## config.mk

```make
export PLATFORM = sky130hd
export DESIGN_NAME = dil_descriptor_framer_crc16
export DESIGN_NICKNAME = d
export VERILOG_FILES = /design/src/rtl/dil_pkg.sv /design/src/rtl/dil_queue.sv /design/src/rtl/dil_front.sv /design/src/rtl/dil_back.sv /design/src/rtl/dil_descriptor_framer_crc16.sv
export SDC_FILE = /design/constraint.sdc
export NUM_CORES = 1
export LEC_CHECK = 0
export BUFFER_PORTS_ARGS = -buffer_cell sky130_fd_sc_hd__buf_2
export CAP_MARGIN = 40
export CORE_AREA = 2 2 121 123
export DETAILED_ROUTE_END_ITERATION = 10
export DIE_AREA = 0 0 123 125
export GPL_TIMING_DRIVEN = 0
export HOLD_SLACK_MARGIN = 0.15
export PLACE_DENSITY = 0.82
export SYNTH_ARGS = -nofsm -noshare
export SYNTH_HDL_FRONTEND = slang
export SYNTH_HIERARCHICAL = 1
export SYNTH_SLANG_ARGS = --single-unit
```

## constraint.sdc

```tcl
create_clock -name clk -period 3.4 [get_ports clk]
set_clock_uncertainty 0.15 [all_clocks]
set_input_delay 0.17 -clock clk [delete_from_list [all_inputs] [get_ports clk]]
set_output_delay 0.17 -clock clk [all_outputs]
set_load 0.1 [all_outputs]
```

## src/rtl/dil_pkg.sv

```systemverilog
`default_nettype none
package dil_pkg;

  localparam int QUEUE_DEPTH = 2;
  localparam int CFG_INDEX_W = 2;
  localparam int FRAME_LEN   = 17;

  localparam logic CMD_START   = 1'b0;
  localparam logic CMD_ELEMENT = 1'b1;

  localparam logic [CFG_INDEX_W-1:0] REG_DIL_COUNT   = 2'd0;
  localparam logic [CFG_INDEX_W-1:0] REG_SEQ1_LENGTH = 2'd1;
  localparam logic [CFG_INDEX_W-1:0] REG_SEQ2_LENGTH = 2'd2;

  typedef struct packed {
    logic       command;
    logic [7:0] value;
  } in_t;

  typedef struct packed {
    logic [7:0] position_value;
    logic       last;
  } out_t;

  typedef struct packed {
    logic [7:0] dil_count;
    logic [7:0] seq1_length;
    logic [7:0] seq2_length;
  } cfg_t;

  typedef enum logic [1:0] {
    JOB_START = 2'd0,
    JOB_BYTE  = 2'd1,
    JOB_FIELD = 2'd2
  } job_kind_t;

  // flag: last byte of a sequence, or odd field (closes the frame)
  typedef struct packed {
    job_kind_t  kind;
    logic [7:0] value;
    logic       flag;
    logic       tail;
  } job_t;

  typedef struct packed {
    logic avail;
    logic full;
  } queue_stat_t;

endpackage
`default_nettype wire

```

## src/rtl/dil_queue.sv

```systemverilog
`default_nettype none
module dil_queue #(
  parameter int Depth = dil_pkg::QUEUE_DEPTH
) (
  input  wire                 clk,
  input  wire                 rst,
  input  wire                 push,
  input  dil_pkg::job_t       wdata,
  input  wire                 pop,
  output dil_pkg::job_t       rdata,
  output dil_pkg::queue_stat_t stat
);

  localparam int PtrW = $clog2(Depth);
  localparam int CntW = $clog2(Depth + 1);

  dil_pkg::job_t mem [Depth];
  logic [PtrW-1:0] wr_ptr;
  logic [PtrW-1:0] rd_ptr;
  logic [CntW-1:0] count;

  assign rdata      = mem[rd_ptr];
  assign stat.avail = (count != '0);
  assign stat.full  = (count == CntW'(Depth));

  always_ff @(posedge clk) begin
    if (push) begin
      mem[wr_ptr] <= wdata;
    end
  end

  always_ff @(posedge clk) begin
    if (rst) begin
      wr_ptr <= '0;
      rd_ptr <= '0;
      count  <= '0;
    end else begin
      if (push) begin
        wr_ptr <= (wr_ptr == PtrW'(Depth - 1)) ? '0 : wr_ptr + 1'b1;
      end
      if (pop) begin
        rd_ptr <= (rd_ptr == PtrW'(Depth - 1)) ? '0 : rd_ptr + 1'b1;
      end
      if (push && !pop) begin
        count <= count + 1'b1;
      end else if (pop && !push) begin
        count <= count - 1'b1;
      end
    end
  end

endmodule
`default_nettype wire

```

## src/rtl/dil_front.sv

```systemverilog
`default_nettype none
module dil_front (
  input  wire                  clk,
  input  wire                  rst,
  input  dil_pkg::cfg_t        cfg,
  input  wire                  item_valid,
  output logic                 item_ready,
  input  dil_pkg::in_t         item,
  input  dil_pkg::queue_stat_t stat,
  output logic                 push,
  output dil_pkg::job_t        job
);

  typedef enum logic [4:0] {
    PH_IDLE = 5'b00001,
    PH_SEQ1 = 5'b00010,
    PH_SEQ2 = 5'b00100,
    PH_SEG  = 5'b01000,
    PH_DIL  = 5'b10000
  } phase_t;

  phase_t     phase, phase_next;
  logic [7:0] element_counter, element_counter_next;
  logic       accept;
  logic [7:0] seq_len;
  logic [8:0] ec_inc;
  logic [8:0] dil_sum;
  logic [8:0] dil_total;
  phase_t     after_seq1;

  assign item_ready = !stat.full;
  assign accept     = item_valid && item_ready;
  assign seq_len    = (phase == PH_SEQ1) ? cfg.seq1_length : cfg.seq2_length;
  assign ec_inc     = {1'b0, element_counter} + 9'd1;
  assign dil_sum    = {1'b0, cfg.dil_count} + 9'd1;
  assign dil_total  = {dil_sum[8:1], 1'b0};
  assign after_seq1 = (cfg.seq2_length != 8'd0) ? PH_SEQ2 : PH_SEG;

  always_comb begin
    phase_next           = phase;
    element_counter_next = element_counter;
    push                 = 1'b0;
    job.kind             = dil_pkg::JOB_START;
    job.value            = item.value;
    job.flag             = 1'b0;
    job.tail             = 1'b0;
    if (accept) begin
      if (item.command == dil_pkg::CMD_START) begin
        push                 = 1'b1;
        element_counter_next = 8'd0;
        phase_next           = (cfg.seq1_length != 8'd0) ? PH_SEQ1 : after_seq1;
      end else begin
        unique case (phase)
          PH_SEQ1, PH_SEQ2: begin
            push     = 1'b1;
            job.kind = dil_pkg::JOB_BYTE;
            job.flag = (ec_inc >= {1'b0, seq_len});
            if (job.flag) begin
              element_counter_next = 8'd0;
              phase_next           = (phase == PH_SEQ1) ? after_seq1 : PH_SEG;
            end else begin
              element_counter_next = ec_inc[7:0];
            end
          end
          PH_SEG: begin
            push     = 1'b1;
            job.kind = dil_pkg::JOB_FIELD;
            job.flag = element_counter[0];
            if (element_counter >= 8'd15) begin
              element_counter_next = 8'd0;
              if (cfg.dil_count != 8'd0) begin
                phase_next = PH_DIL;
              end else begin
                job.tail   = 1'b1;
                phase_next = PH_IDLE;
              end
            end else begin
              element_counter_next = ec_inc[7:0];
            end
          end
          PH_DIL: begin
            push     = 1'b1;
            job.kind = dil_pkg::JOB_FIELD;
            job.flag = element_counter[0];
            if (element_counter[0] && (ec_inc >= dil_total)) begin
              job.tail             = 1'b1;
              phase_next           = PH_IDLE;
              element_counter_next = 8'd0;
            end else begin
              element_counter_next = ec_inc[7:0];
            end
          end
          PH_IDLE: begin
          end
          default: begin
          end
        endcase
      end
    end
  end

  always_ff @(posedge clk) begin
    if (rst) begin
      phase           <= PH_IDLE;
      element_counter <= 8'd0;
    end else begin
      phase           <= phase_next;
      element_counter <= element_counter_next;
    end
  end

endmodule
`default_nettype wire

```

## src/rtl/dil_back.sv

```systemverilog
`default_nettype none
module dil_back (
  input  wire                  clk,
  input  wire                  rst,
  input  dil_pkg::cfg_t        cfg,
  input  dil_pkg::queue_stat_t stat,
  input  dil_pkg::job_t        job_in,
  output logic                 pop,
  output logic                 busy,
  output logic                 result_valid,
  input  wire                  result_ready,
  output dil_pkg::out_t        result
);

  typedef enum logic [6:0] {
    ST_IDLE     = 7'b0000001,
    ST_START    = 7'b0000010,
    ST_BYTE     = 7'b0000100,
    ST_BYTE_VAL = 7'b0001000,
    ST_PAD      = 7'b0010000,
    ST_FIELD    = 7'b0100000,
    ST_TAIL     = 7'b1000000
  } state_t;

  state_t        state, state_next, load_state;
  dil_pkg::job_t job;
  logic [5:0]    cnt, cnt_next;
  logic [11:0]   stream_position;
  logic [4:0]    frame_offset;
  logic [15:0]   crc_register;

  logic       fire;
  logic       done;
  logic [7:0] e_val;
  logic       e_feed;
  logic       e_last;
  logic       load;
  logic       crc_fb;
  logic [7:0] seq1_m1;
  logic [7:0] seq2_m1;
  logic [5:0] d_idx;
  logic [5:0] s1_idx;
  logic [5:0] s2_idx;
  logic [5:0] crc_idx;

  assign busy    = (state != ST_IDLE);
  assign fire    = busy && (!result_valid || result_ready);
  assign seq1_m1 = cfg.seq1_length - 8'd1;
  assign seq2_m1 = cfg.seq2_length - 8'd1;
  assign d_idx   = cnt - 6'd18;
  assign s1_idx  = cnt - 6'd35;
  assign s2_idx  = cnt - 6'd43;
  assign crc_idx = cnt - 6'd34;

  always_comb begin
    e_val      = 8'd0;
    e_feed     = 1'b1;
    e_last     = 1'b0;
    done       = 1'b0;
    state_next = state;
    cnt_next   = cnt + 6'd1;
    unique case (state)
      ST_START: begin
        priority if (cnt <= 6'd16) e_val[0] = 1'b1;
        else if (cnt >= 6'd18 && cnt <= 6'd25) e_val[0] = cfg.dil_count[d_idx[2:0]];
        else if (cnt >= 6'd35 && cnt <= 6'd41) e_val[0] = seq1_m1[s1_idx[2:0]];
        else if (cnt >= 6'd43 && cnt <= 6'd49) e_val[0] = seq2_m1[s2_idx[2:0]];
        else e_val[0] = 1'b0;
        done = (cnt == 6'd51);
      end
      ST_BYTE: begin
        if (frame_offset == 5'd0) begin
          state_next = ST_BYTE_VAL;
        end else begin
          e_val = job.value;
          if (job.flag) state_next = ST_PAD;
          else done = 1'b1;
        end
      end
      ST_BYTE_VAL: begin
        e_val = job.value;
        if (job.flag) state_next = ST_PAD;
        else done = 1'b1;
      end
      ST_PAD: begin
        done = (frame_offset == 5'd0);
      end
      ST_FIELD: begin
        if (cnt <= 6'd6) e_val[0] = job.value[cnt[2:0]];
        if ((cnt == 6'd7 && !job.flag) || cnt == 6'd8) begin
          if (job.tail) begin
            state_next = ST_TAIL;
            cnt_next   = 6'd0;
          end else begin
            done = 1'b1;
          end
        end
      end
      ST_TAIL: begin
        e_feed = (cnt <= 6'd33);
        priority if (cnt <= 6'd15) e_val[0] = 1'b1;
        else if (cnt >= 6'd34 && cnt <= 6'd49) e_val[0] = crc_register[crc_idx[3:0]];
        else e_val[0] = 1'b0;
        if (cnt == 6'd50) begin
          e_last = stream_position[0];
          done   = stream_position[0];
        end else if (cnt == 6'd51) begin
          e_last = 1'b1;
          done   = 1'b1;
        end
      end
      ST_IDLE: begin
      end
      default: begin
      end
    endcase
  end

  assign load = stat.avail && (!busy || (fire && done));
  assign pop  = load;

  always_comb begin
    unique case (job_in.kind)
      dil_pkg::JOB_START: load_state = ST_START;
      dil_pkg::JOB_BYTE:  load_state = ST_BYTE;
      dil_pkg::JOB_FIELD: load_state = ST_FIELD;
      default:            load_state = ST_IDLE;
    endcase
  end

  assign crc_fb = e_val[0] ^ crc_register[0];

  always_ff @(posedge clk) begin
    if (fire) begin
      result.position_value <= e_val;
      result.last           <= e_last;
    end
    if (load) begin
      job <= job_in;
    end
  end

  always_ff @(posedge clk) begin
    if (rst) begin
      state           <= ST_IDLE;
      cnt             <= 6'd0;
      result_valid    <= 1'b0;
      stream_position <= 12'd0;
      frame_offset    <= 5'd0;
      crc_register    <= 16'hFFFF;
    end else begin
      if (fire) begin
        result_valid <= 1'b1;
      end else if (result_ready) begin
        result_valid <= 1'b0;
      end
      if (load && job_in.kind == dil_pkg::JOB_START) begin
        stream_position <= 12'd0;
        frame_offset    <= 5'd0;
        crc_register    <= 16'hFFFF;
      end else if (fire) begin
        if (e_feed && stream_position >= 12'(dil_pkg::FRAME_LEN) && frame_offset != 5'd0) begin
          crc_register <= {1'b0, crc_register[15:1]} ^ (crc_fb ? 16'h8408 : 16'h0000);
        end
        stream_position <= stream_position + 12'd1;
        frame_offset    <= (frame_offset >= 5'(dil_pkg::FRAME_LEN - 1)) ? 5'd0
                                                                         : frame_offset + 5'd1;
      end
      if (load) begin
        state <= load_state;
        cnt   <= 6'd0;
      end else if (fire) begin
        if (!done) begin
          state <= state_next;
          cnt   <= cnt_next;
        end else begin
          state <= ST_IDLE;
        end
      end
    end
  end

endmodule
`default_nettype wire

```

## src/rtl/dil_descriptor_framer_crc16.sv

```systemverilog
// Output: one stream position per cycle from the serializer, held while the receiver stalls.
// The input side keeps accepting while the job queue has room.
// Reset (rst, synchronous): descriptor idle, queue empty, no result pending,
//   dil_count 0, seq1_length 1, seq2_length 1, CRC register all ones.
`default_nettype none
module dil_descriptor_framer_crc16 #(
  parameter int QueueDepth = dil_pkg::QUEUE_DEPTH
) (
  input  wire                                clk,
  input  wire                                rst,
  input  wire                                item_valid,
  output logic                               item_ready,
  input  dil_pkg::in_t                       item,
  output logic                               result_valid,
  input  wire                                result_ready,
  output dil_pkg::out_t                      result,
  input  wire                                cfg_valid,
  output logic                               cfg_ready,
  input  wire  [dil_pkg::CFG_INDEX_W-1:0]    cfg_index,
  input  wire  [7:0]                         cfg_data
);

  dil_pkg::cfg_t        cfg;
  dil_pkg::queue_stat_t qstat;
  dil_pkg::job_t        push_job;
  dil_pkg::job_t        head_job;
  logic                 push;
  logic                 pop;
  logic                 back_busy;

  assign cfg_ready = 1'b1;

  always_ff @(posedge clk) begin
    if (rst) begin
      cfg.dil_count   <= 8'd0;
      cfg.seq1_length <= 8'd1;
      cfg.seq2_length <= 8'd1;
    end else if (cfg_valid && cfg_ready) begin
      unique case (cfg_index)
        dil_pkg::REG_DIL_COUNT:   cfg.dil_count   <= cfg_data;
        dil_pkg::REG_SEQ1_LENGTH: cfg.seq1_length <= cfg_data;
        dil_pkg::REG_SEQ2_LENGTH: cfg.seq2_length <= cfg_data;
        default: begin
        end
      endcase
    end
  end

  dil_front u_front (
    .clk        (clk),
    .rst        (rst),
    .cfg        (cfg),
    .item_valid (item_valid),
    .item_ready (item_ready),
    .item       (item),
    .stat       (qstat),
    .push       (push),
    .job        (push_job)
  );

  dil_queue #(
    .Depth (QueueDepth)
  ) u_queue (
    .clk   (clk),
    .rst   (rst),
    .push  (push),
    .wdata (push_job),
    .pop   (pop),
    .rdata (head_job),
    .stat  (qstat)
  );

  dil_back u_back (
    .clk          (clk),
    .rst          (rst),
    .cfg          (cfg),
    .stat         (qstat),
    .job_in       (head_job),
    .pop          (pop),
    .busy         (back_busy),
    .result_valid (result_valid),
    .result_ready (result_ready),
    .result       (result)
  );

`ifndef SYNTHESIS
  a_pop_needs_entry: assert property (@(posedge clk) disable iff (rst)
    pop |-> qstat.avail)
    else $error("queue popped while empty");

  a_start_reaches_output: assert property (@(posedge clk) disable iff (rst)
    (item_valid && item_ready && item.command == dil_pkg::CMD_START
     && !qstat.avail && !back_busy) |=> ##2 result_valid)
    else $error("start transfer produced no result");

  a_last_is_zero: assert property (@(posedge clk) disable iff (rst)
    (result_valid && result.last) |-> (result.position_value == 8'd0))
    else $error("final position is not a zero");
`endif

endmodule
`default_nettype wire

```

After elaboration in Yosys (flattened, before gate mapping):

Memory sizes are Yosys's and may differ from the RTL's. A register that Yosys moved wholly into a read port is not among the register bits.
Cells that the tools add are included.

* add/subtract/negate cells: 15
* $lt $le $gt $ge: 21
* equality and inequality tests: 26
* multiplexer cells: 80
* bitwise gates (word level): 3
* reductions and logical operators: 49

Operators with widths (number)
* 7-bit 2-to-1 mux: 7
* 8-bit 2-to-1 mux: 6
* 5-bit 2-to-1 mux: 8
* 1-bit 2-to-1 mux: 33
* 8-bit case mux with 3 select lines: 1
* 8-bit nonzero test: 3
* 7-bit case mux with 3 select lines: 1
* 8-bit by 1-bit adder with 9-bit output, second input constant: 2
* 6-bit >= comparator, second input constant: 3
* 6-bit less-or-equal comparator, second input constant: 3
* 6-bit 2-to-1 mux: 3
* 6-bit case mux with 3 select lines: 1
* 3-bit by 4-bit less-than comparator with 1-bit output, second input constant: 4
* 16-bit 2-to-1 mux: 1
* 8-bit by 1-bit subtractor with 8-bit output, second input constant: 2
* 15-bit by 16-bit bitwise XOR with 16-bit output: 1
* 1-bit logical AND: 15
* 5-bit case mux with 3 select lines: 1
* 7-bit case mux with 2 select lines: 1
* 12-bit by 1-bit adder with 12-bit output, second input constant: 1
* 1-bit binary-select mux with 3-bit select: 4
* 6-bit equality test, second input constant: 2
* 12-bit by 5-bit >= comparator with 1-bit output, second input constant: 1
* 6-bit by 5-bit less-or-equal comparator with 1-bit output, second input constant: 2
* 52 further kinds: 88

* register bits: 107
* RAM bits: 24
* bits of input ports: 24
* output and inout port bits: 12
* word-level logic and storage cells: 214
* memories: 1

Memories
* u_queue.mem: depth 2, width 12, read ports 1, clocked after Yosys merged registers in 1, wr ports 1, RTL line dil_queue.sv:17 `dil_pkg::job_t mem [Depth];`

Longest topological paths before layout:

Gate-level depths: netlist of run 1.

* depth after elaboration: 11
* depth in mapped cells: 17
* mapped depth without buffers: 15

Cells and area by module:

Netlist of run 1, hierarchy kept.

By module, submodules not included
* dil_back: times used 1, cells an instance 425, area each 3881.2 um^2, sequential area each 1511.4 um^2
* dil_front: times used 1, cells an instance 212, area each 1584.0 um^2, sequential area each 260.2 um^2
* dil_queue: times used 1, cells an instance 59, area each 1071.0 um^2, sequential area each 820.8 um^2
* dil_descriptor_framer_crc16: times used 1, cells an instance 93, area each 997.2 um^2, sequential area each 480.5 um^2

Worst setup path before layout of run 1:

OpenSTA, ideal clock, no wires.

* path type: reg2reg
* from: register u_back.cnt[1]
* to: register u_queue.count[1]
* setup time: 0.070 ns
* arrival: 3.202 ns
* data required time: 3.180 ns
* slack: -0.022 ns
* stages on the path, launching flop included: 16
* buffers on the path: 2
* clock period less this slack: 3.422 ns
* cells stage by stage: dfxtp_1 > buf_1 > inv_1 > ha_1 > and3_1 > o21ai_0 > nor3_1 > or2_1 > buf_6 > and2_4 > o21ai_4 > inv_2 > inv_1 > ha_1 > or3_1 > a21oi_1

* cells in the longest elaborated chain, start to end: 11
* elaborated cells between the ends (all ways): 18
* classes of those cells: eq/ne: 4; mux: 5; reduce/logical: 9

Ends and longest elaborated chain
* from (decl): RTL line dil_back.sv:27 `logic [5:0] cnt, cnt_next;`
* from (signal assigned): RTL line dil_back.sv:175 `cnt <= cnt_next;`
* 6-bit by 3-bit equality test with 1-bit output: RTL line dil_back.sv:90 `if ((cnt == 6'd7 && !job.flag) || cnt == 6'd8) begin`
* 1-bit logical AND: RTL line dil_back.sv:90
* 1-bit logical OR: RTL line dil_back.sv:90
* 1-bit 2-to-1 mux: RTL line dil_back.sv:90
* 1-bit case mux with 6 select lines (*): RTL line dil_back.sv:62 `unique case (state)`
* 1-bit logical AND (*): RTL line dil_back.sv:119 `assign load = stat.avail && (!busy || (fire && done));`
* 1-bit logical OR (*): RTL line dil_back.sv:119
* 1-bit logical AND (*): RTL line dil_back.sv:119
* net pop: RTL line dil_descriptor_framer_crc16.sv:28 `logic pop;`
* 1-bit zero test: RTL line dil_queue.sv:44 `if (push && !pop) begin`
* 1-bit logical AND: RTL line dil_queue.sv:44
* 2-bit 2-to-1 mux / 2-bit nonzero test (equally long branches)
* to (signal assigned): RTL line dil_queue.sv:45 `count <= count + 1'b1;`
* to (signal assigned): RTL line dil_queue.sv:47 `count <= count - 1'b1;`
* to (decl): RTL line dil_queue.sv:20 `logic [CntW-1:0] count;`

Mark *: on every way through the listed nets, which the timed path passes. The rest lies on a longest branch.
A chain may end at the register's enable or synchronous reset.

Worst setup path after layout of run 1:

* from: register u_back.frame_offset[0]
* to: register u_queue.count[1]

* cells in the longest elaborated chain, start to end: 9
* elaborated cells between the ends (all ways): 11
* classes of those cells: mux: 3; reduce/logical: 8

Ends and longest elaborated chain
* from (decl): RTL line dil_back.sv:29 `logic [4:0] frame_offset;`
* from (signal assigned): RTL line dil_back.sv:166 `frame_offset <= (frame_offset >= 5'(dil_pkg::FRAME_LEN - 1)) ? 5'd0`
* 5-bit zero test (*): RTL line dil_back.sv:72, dil_back.sv:86
* 1-bit 2-to-1 mux: RTL line dil_back.sv:72 `if (frame_offset == 5'd0) begin`
* 1-bit case mux with 6 select lines (*): RTL line dil_back.sv:62
* 1-bit logical AND (*): RTL line dil_back.sv:119
* 1-bit logical OR (*): RTL line dil_back.sv:119
* 1-bit logical AND (*): RTL line dil_back.sv:119
* net pop: RTL line dil_descriptor_framer_crc16.sv:28
* 1-bit zero test: RTL line dil_queue.sv:44
* 1-bit logical AND: RTL line dil_queue.sv:44
* 2-bit 2-to-1 mux / 2-bit nonzero test (equally long branches)

Marks and branches as above.

==> flow_summary.ini, run 1 <==
[timing]
hold_ws_ns = 0.190
worst_pin_slew_ns = 0.557
clock.fmax_ghz = 0.306
fin_crit_ns = 3.26
final.period_utilization_pct = 96.0
finalMaxSlewViolations = 0
slew_headroom_pct = 62.6
hold_viol_final = 0
setup_viol = 0

[yosys]
syn_avg_cell_area_um2 = 9.55
yosys.area_share.adder_pct = 5.81
synth_edf_count = 43
synth_cell_types = 82
yosysTopAreaCell = dfxtp_1
syn_nets = 848
synth_compound_area_share_pct = 11.2
yosysSeqAreaShare_pct = 40.8
synth_xor_area_share_pct = 4.53
ys_warn_count = 6
async_flop_share_pct = 0
synth_simple_gate_area_share_pct = 21.9
synthTopCellsByArea = dfxtp_1 (24%), edfxtp_1 (17%), mux2i_1 (7.0%)
synth_top_family_by_area = simple AND/OR/NAND/NOR gates
netlist_instances = 789
synthMuxAreaShare_pct = 11.1
synth_top_area_share_pct = 23.7
ys_ff_latch = 132
syn_area_um2 = 7530
synth_ff_type = dfxtp_1

[route]
viasPerCell = 5.77
drt-pass1-iter-count = 5
via_count = 6148
ant_nets = 0
wl_per_cell_um = 16.0
drc = 0
routed_wl_um = 17000
drtIter0Drc = 520

[worst_setup_path]
setup.worst_path.start_class = flop
critPathRequiredTime_ns = 3.60
cp_max_fo = 9
reg2reg_depth = 15
cp.arrival_ns = 3.46
timing.rr.start = u_back/frame_offset[0]
r2r_slack_ns = 0.14
crit_type = reg -> reg
crit_path_end_kind = flop
r2r_end = u_queue/count[1]

[final_layout]
final_cell_mix = dfxtp_1 (81), nor2_1 (67), nand2_1 (64)
fin_nets = 927
instances_no_fill = 1065
syn_to_final_growth_pct = 18.5
fill_cells = 1120
mostFrequentLayoutCell = dfxtp_1
drive_gt1_share_pct = 18.0
diodes = 0
finish.instance_area_um2 = 8930
fin_util_pct = 62.9

[floorplanning]
io_pins = 36
fp.dieW_um = 123
die_y_um = 125
die_area_um2 = 15400
start_util_pct = 53.0
core_um2 = 14200
rows = 44

[power]
netSwitchingFraction_pct = 38.4
p_leak_nw = 3.45
power.internal_mw = 3.57
seq_power_share_pct = 35.7
peakVddDrop_mv = 0.411
p_clk_share_pct = 29.6
power_density_nw_per_um2 = 648
power.switching_mw = 2.22
comb_power_share_pct = 34.7

[worst_hold_path]
min_to = u_queue/mem[0][0]
holdCritPathClass = in -> reg
holdCritStartpoint = item[8]
min_path_cells = 3

[clock_network]
cts_tree = yes
clock_sinks = 132
insertion_delay_ns = 0.42
ctsHtreeMaxLevel = 4
cts-root-buf = clkbuf_16
cts_buffer_depth = 2
cts_buffers = 17
path_clk_slew_ns = 0.06

[grt]
overflow = 0
grt_max_degree = 25
grt_pass1_vias = 5893
grt_pass1_wl_um = 28300
antenna_found_initial = 0
groute.usage.overall_pct = 23.0

[run]
max_cap_viol_count = 0

[placement]
place.port_buffers = 26
hpwl_um = 11500
dpl.cell_count = 1000
postPlaceCellArea_um2 = 7900
gp_congestion = 0.925

[outcome]
status = complete, no violations
-- cell type report --
class                           instances  area (um2)  area share [%]
Clock buffer                           19         433            4.85
Inverter                               33         133            1.49
Tap cell                              184         230            2.58
Clock inverter                         13         125            1.40
Multi-Input combinational cell        584        4200            47.0
Buffer                                 37         238            2.66
Timing Repair Buffer                   63         474            5.31
Sequential cell                       132        3100            34.7
-- logic make-up after synthesis --
group | Yosys count
compound gates | 125
xor+xnor | 39
fa+ha+maj | 35
buf+inv | 73
flops | 132
mux | 74
other cells | 1
simple gates | 310
-- state kept, by name, summed over array words and instances, names as in the netlist, 2 cells and up, named ones only --
signal                   cells
u_queue/count                2
u_back/crc_register         16
u_back/state                 7
cfg                         24
u_queue/mem                 24
u_back/frame_offset          5
u_back/cnt                   6
u_back/result                9
u_back/stream_position      12
u_front/phase                5
u_front/element_counter      8
u_back/job                  10
-- through the flow --
stage	total power, mW	setup WS [ns]	setup TNS [ns]
3_5_place_dp	3.87	-0.382	-3.79
2_1_floorplan	3.49	0.0633	0
5_1_grt	6.06	-0.0104	-0.0203
6_report	5.79	0.137	0
3_3_place_gp	3.83	-0.315	-2.50
4_1_cts	5.67	0.0264	0
-- how the worst max path moves through the flow --
stage	from	endpoint	slack, ns
global placement	u_back/cnt[1]	u_queue/count[1]	-0.31
CTS	u_back/cnt[1]	u_queue/count[1]	0.03
floorplan	u_back/cnt[0]	u_queue/count[1]	0.06
detailed placement	u_back/cnt[1]	u_queue/count[1]	-0.38
finish	u_back/frame_offset[0]	u_queue/count[1]	0.14
global route	u_back/frame_offset[0]	u_back/crc_register[15]	-0.01
-- worst max-delay path, cell delays in order, from the launching register on --
cell and delay [ns]:
dfxtp_4 0.36, inv_1 0.06, ha_1 0.15, nor4b_4 0.22, o21a_1 0.19, nor2_4 0.08, a221o_1 0.34, or2_1 0.24
buf_6 0.13, and2_4 0.17, o21ai_4 0.22, clkinv_4 0.11, inv_2 0.08, ha_4 0.20, or3_1 0.36, a21oi_1 0.12
-- synth_stat cells, drive strengths merged (3+ instances only) --
cell     count
dfxtp       89
nor2        69
nand2       64
mux2i       53
edfxtp      43
a21oi       41
nand2b      38
ha          35
inv         32
buf         27
nor3        23
o21ai       22
nand3       21
xnor2       20
xor2        19
mux2        15
clkbuf      13
nor4        11
nand4       10
nor2b       10
and2         9
and3         9
or4          9
a21o         7
or2          7
a211oi       6
mux4         6
nor3b        6
o211ai       6
a31oi        4
nand3b       4
or3          4
a22o         3
a22oi        3
nand4b       3
nor4b        3
o2111ai      3
o21a         3
or3b         3
-- power by group through the flow --
stage               registers [mW]  clock network [mW]  logic (mW)
floorplan                     2.49                   0        1.00
global placement              2.08                   0        1.75
detailed placement            2.09                   0        1.78
CTS                           2.06                1.74        1.87
global route                  2.09                1.82        2.15
finish                        2.07                1.71        2.01
-- metal layers --
layer  track usage [%]  up-vias  share of wire [%]
li1                  -     2989                  -
met3              5.29       34                6.1
met2              36.8      213                 49
met4              8.02        0                1.5
met1              30.4     2912                 44
met5                 0        -                  0
-- timing repair --
action                     CTS  global route
hold endpoints to repair    51             0
pin swaps                    1             5
hold buffers                25             0
setup endpoints to repair   31            20
setup buffers                4             7
resized for setup           10            40
Power figures use the tool's default switching activity.
==> run 2, diff against run 1 <==
Settings changed: CORE_AREA 2 2 121 123 to 2 2 177 179, DIE_AREA 0 0 123 125 to 0 0 179 181, PLACE_DENSITY 0.82 to unset, PLACE_DENSITY_LB_ADDON set to 0.3.
==> run 2 against run 1 <==
Clock power is 9% higher; combinational power hardly changed; worst setup slack worse by 0.0022 ns; critical path type unchanged; largest power group unchanged.
==> flow_summary.ini, run 2 (synthesis results as in run 1) <==
[placement]
hpwl_um = 13100
place.port_buffers = 26
gp_congestion = 0.813

[worst_setup_path]
crit_type = reg -> reg
cp.arrival_ns = 3.47
critPathRequiredTime_ns = 3.60
cp_max_fo = 9
crit_path_end_kind = flop
r2r_slack_ns = 0.13
setup.worst_path.start_class = flop

[power]
p_leak_nw = 3.46
power_density_nw_per_um2 = 644
p_total_mw = 5.94
peakVddDrop_mv = 0.506

[final_layout]
drive_gt1_share_pct = 18.2
mostFrequentLayoutCell = dfxtp_1
diodes = 0
largestRegisters = cfg: 24 flops, u_queue/mem: 24 flops, u_back/crc_register: 16 flops
syn_to_final_growth_pct = 22.5
final_cell_mix = dfxtp_1 (75), nor2_1 (67), nand2_1 (64)
fin_util_pct = 30.4
fin_nets = 926

[grt]
groute.usage.overall_pct = 11.5
grt_pass1_wl_um = 29800
grt_pass1_vias = 5706
grt_max_degree = 25
overflow = 0
antenna_found_initial = 0

[route]
drtIter0Drc = 271
wl_per_cell_um = 14.3
drc = 0
routed_wl_um = 18300
viasPerCell = 4.72
via_count = 6018
ant_nets = 0
drt-pass1-iter-count = 5

[clock_network]
ctsHtreeMaxLevel = 4
cts_buffers = 17
insertion_delay_ns = 0.43
clock_sinks = 132
cts-root-buf = clkbuf_16
path_clk_slew_ns = 0.06
cts_tree = yes
cts_buffer_depth = 2

[timing]
fin_crit_ns = 3.27
slew_headroom_pct = 60.7
finalMaxSlewViolations = 0
final.period_utilization_pct = 96.0
clock.fmax_ghz = 0.306
setup_viol = 0
hold_viol_final = 0
worst_pin_slew_ns = 0.589

[floorplanning]
fp.dieW_um = 179
start_util_pct = 24.8
die_area_um2 = 32400
die_y_um = 181
rows = 64
io_pins = 36
core_um2 = 30300

[worst_hold_path]
holdCritPathClass = in -> reg

[run]
max_cap_viol_count = 0

[outcome]
status = complete, no violations
==> run 2: cell count changes in the layout (fill, tap and decap cells not counted), moves of 2 or more <==
cell	before	now
buf_12	0	2
dfxtp_1	81	75
dfxtp_2	3	10
inv_6	4	7
o21ai_2	2	0
==> run 2: metal layers <==
metal  part of all wire [%]  vias to the layer above  GRT usage, %  wire length, um
met5                      0                        -             0                0
li1                       -                     2997             -                -
met4                    1.9                        0          3.93              349
met2                     48                       99          19.1             8710
met3                    2.8                       32          2.21              518
met1                     48                     2890          14.9             8680
==> run 2: worst paths after layout <==
| path | from | endpoint | depth (start not counted) |
|---|---|---|---|
| setup / recovery | u_front/phase[0] | u_front/phase[2] | 13 |
| hold / removal | item[8] | u_front/element_counter[0] | 4 |
| setup reg to reg | u_front/phase[0] | u_front/phase[2] | 13 |
| hold reg to reg | u_queue/count[1] | u_queue/count[1] | 2 |
==> run 2: layout make-up <==
cell class | count | area [um2]
fill | 3106 | 21100
tap | 396 | 495
multi-input combinational | 584 | 4180
clock buffer | 18 | 429
buffer | 37 | 241
sequential | 132 | 3100
timing repair buffer | 62 | 477
inverter | 33 | 136
clock inverter | 14 | 164
==> run 2: power breakdown <==
part	switching [mW]	internal [mW]
clock	0.755	1.10
sequential	0.174	1.91
combinational	1.37	0.634
total	2.30	3.64
==> run 2: what timing repair did <==
item,4_1_cts,5_1_grt
endpoints found under the setup margin,47,25
pin swaps,2,8
hold buffers,24,0
resized for setup,15,36
buffers inserted,9,2
hold endpoints to repair,50,0
==> run 2: through the flow <==
| step | TNS (ns) | hold slack, ns | setup WS (ns) | cells | cell area [um2] |
|---|---|---|---|---|---|
| floorplan | 0 | 0.0891 | 0.0633 | 789 | 7530 |
| global placement | -6.57 | 0.206 | -0.443 | 1211 | 8160 |
| detailed placement | -7.21 | 0.210 | -0.461 | 1212 | 8170 |
| CTS | 0 | 0.166 | 0.0185 | 1276 | 9110 |
| global route | -0.00869 | 0.221 | -0.00869 | 1276 | 9230 |
| finish | 0 | 0.183 | 0.134 | 1276 | 9230 |
==> run 2: worst max-delay path, stage by stage (launching register included) <==
cell and delay, ns:
dfxtp_1 0.30, buf_4 0.16, nor3_4 0.12, nand3b_1 0.11
buf_6 0.15, mux2_2 0.28, ha_1 0.29, nor2b_1 0.05
o21ai_0 0.17, and4_4 0.27, nor3_2 0.06, a311o_1 0.40
or4_4 0.54, a21oi_2 0.14
==> run 3, diff against run 2 <==
Clock period 3.4 ns to 3.7 ns, I/O delays scaled along.
==> run 3 against run 2 <==
Sequential share of layout area increased by 0.36 points; worst setup slack improved by 0.093 ns; flip-flop and latch count unchanged; critical endpoint is now u_queue/count[1]; critical path depth increased by 2; total power decreased by 10%; highest routed layer unchanged; first-iteration DRC count decreased by 8.5%; die area unchanged; combinational power decreased by 14%; largest cell class unchanged; core utilization decreased by 0.58 points; cell count decreased by 0.63%; clock power decreased by 8%; largest power group unchanged; global-route usage about the same.
==> flow_summary.ini, run 3 (synthesis results as in run 1) <==
[worst_setup_path]
reg2reg_depth = 15
setup.worst_path.start_class = flop
cp_num_cells = 15
critPathRequiredTime_ns = 3.90
crit_type = reg -> reg
critical_path.max_stage_delay_ns = 0.37
crit_path_end_kind = flop
cp_slowest_cell = or3_1
critical_path.top_delay_family = simple AND/OR/NAND/NOR gates
timing.critical_path.cells = inv_1 > ha_1 > nor4b_4 > o21a_1 > nor2_2 > a221o_1 > or2_1 > buf_6 > and2_4 > o21ai_4 > inv_4 > inv_1 > ha_1 > or3_1 > a21oi_1
worst-path-buf-inv = 4
cp.arrival_ns = 3.68
cp_max_fo = 14

[route]
via_count = 5884
drc = 0
drtIter0Drc = 248
wl_per_cell_um = 14.1
drt-pass1-iter-count = 5
viasPerCell = 4.64
routed_wl_um = 17900
ant_nets = 0

[final_layout]
fin_util_pct = 29.8
mostFrequentLayoutCell = dfxtp_1
largestRegisters = cfg: 24 flops, u_queue/mem: 24 flops, u_back/crc_register: 16 flops
fin_nets = 918
finish.instance_area_um2 = 9050
diodes = 0
drive_gt1_share_pct = 14.9
final_cell_mix = dfxtp_1 (88), nor2_1 (68), nand2_1 (64)
syn_to_final_growth_pct = 20.1

[floorplanning]
rows = 64
die_area_um2 = 32400
start_util_pct = 24.8
fp.dieW_um = 179
core_um2 = 30300
io_pins = 36
die_y_um = 181

[worst_hold_path]
min_path_cells = 4
holdCritPathClass = in -> reg

[grt]
grt_max_degree = 25
overflow = 0
grt_pass1_vias = 5816
antenna_found_initial = 0
grt_pass1_wl_um = 29700
groute.usage.overall_pct = 11.5

[clock_network]
cts_buffer_depth = 2
cts_tree = yes
insertion_delay_ns = 0.43
clock_sinks = 132
cts_buffers = 17
cts-root-buf = clkbuf_16
ctsHtreeMaxLevel = 4
path_clk_slew_ns = 0.07

[timing]
worst_pin_slew_ns = 0.931
rsz0062_at_grt = false
setup_viol = 0
fin_ws_ns = 0.227
clock.fmax_ghz = 0.288
finalMaxSlewViolations = 0
fin_crit_ns = 3.47
final.period_utilization_pct = 93.9
hold_viol_final = 0
slew_headroom_pct = 37.7

[power]
p_leak_nw = 3.41
p_total_mw = 5.34
power_density_nw_per_um2 = 590
peakVddDrop_mv = 0.365

[outcome]
status = complete, no violations

[placement]
gp_congestion = 0.812
place.port_buffers = 26
pre_cts_ws_ns = -0.456
hpwl_um = 13100
postPlaceCellArea_um2 = 8170

[run]
max_cap_viol_count = 0
[run 3: cell types whose count changed in the layout (fill, tap and decap cells not counted), sizes merged]
cell    change
buf         -7
bufinv      -1
clkbuf      -2
clkinv      +1
inv         +1
[run 3: worst paths after layout]
kind	start	slack, ns	end
worst max-delay path	u_back/frame_offset[0]	0.23	u_queue/count[1]
worst min register to register	u_queue/count[1]	0.35	u_queue/count[1]
worst min-delay path	item[8]	0.21	u_front/element_counter[0]
worst max register to register	u_back/frame_offset[0]	0.23	u_queue/count[1]
[run 3: through the flow]
| stage | setup TNS, ns | instances | hold WS, ns |
|---|---|---|---|
| floorplan | 0 | 789 | 0.104 |
| global placement | -6.22 | 1211 | 0.221 |
| detailed placement | -6.24 | 1212 | 0.224 |
| CTS | 0 | 1268 | 0.173 |
| global route | 0 | 1268 | 0.206 |
| finish | 0 | 1268 | 0.206 |
[run 3: routing by layer]
layer	global-route usage, %	wire, um
met5	0	0
met3	2.46	556
met2	18.8	8550
met1	15.0	8590
met4	3.74	208
[run 3: final cells by class]
| class | instances | area [um2] |
|---|---|---|
| repair buffers | 54 | 400 |
| clock buffers | 17 | 425 |
| well taps | 396 | 495 |
| flip-flops and latches | 132 | 3070 |
| fillers | 3166 | 21300 |
| plain buffers | 37 | 224 |
| inverters | 33 | 130 |
| clock inverters | 15 | 185 |
| multi-input cells | 584 | 4120 |
[run 3: repair_timing]
action                                  4_1_cts  5_1_grt
cloned                                        0        0
setup buffers                                 1        2
hold endpoints to repair                     50        0
endpoints found under the setup margin       36       15
resized for setup                             5        7
pin swaps                                     1        0
hold buffers                                 24        0
[run 3: where the power goes]
part,internal [mW],switching [mW]
clock,0.972,0.748
combinational,0.499,1.22
sequential,1.75,0.150
total,3.22,2.12
[run 3: tightest hold or removal path, cell delays in order]
cell and delay (ns):
buf_2 0.13, clkbuf_1 0.23, nand4_1 0.13, a21oi_1 0.06
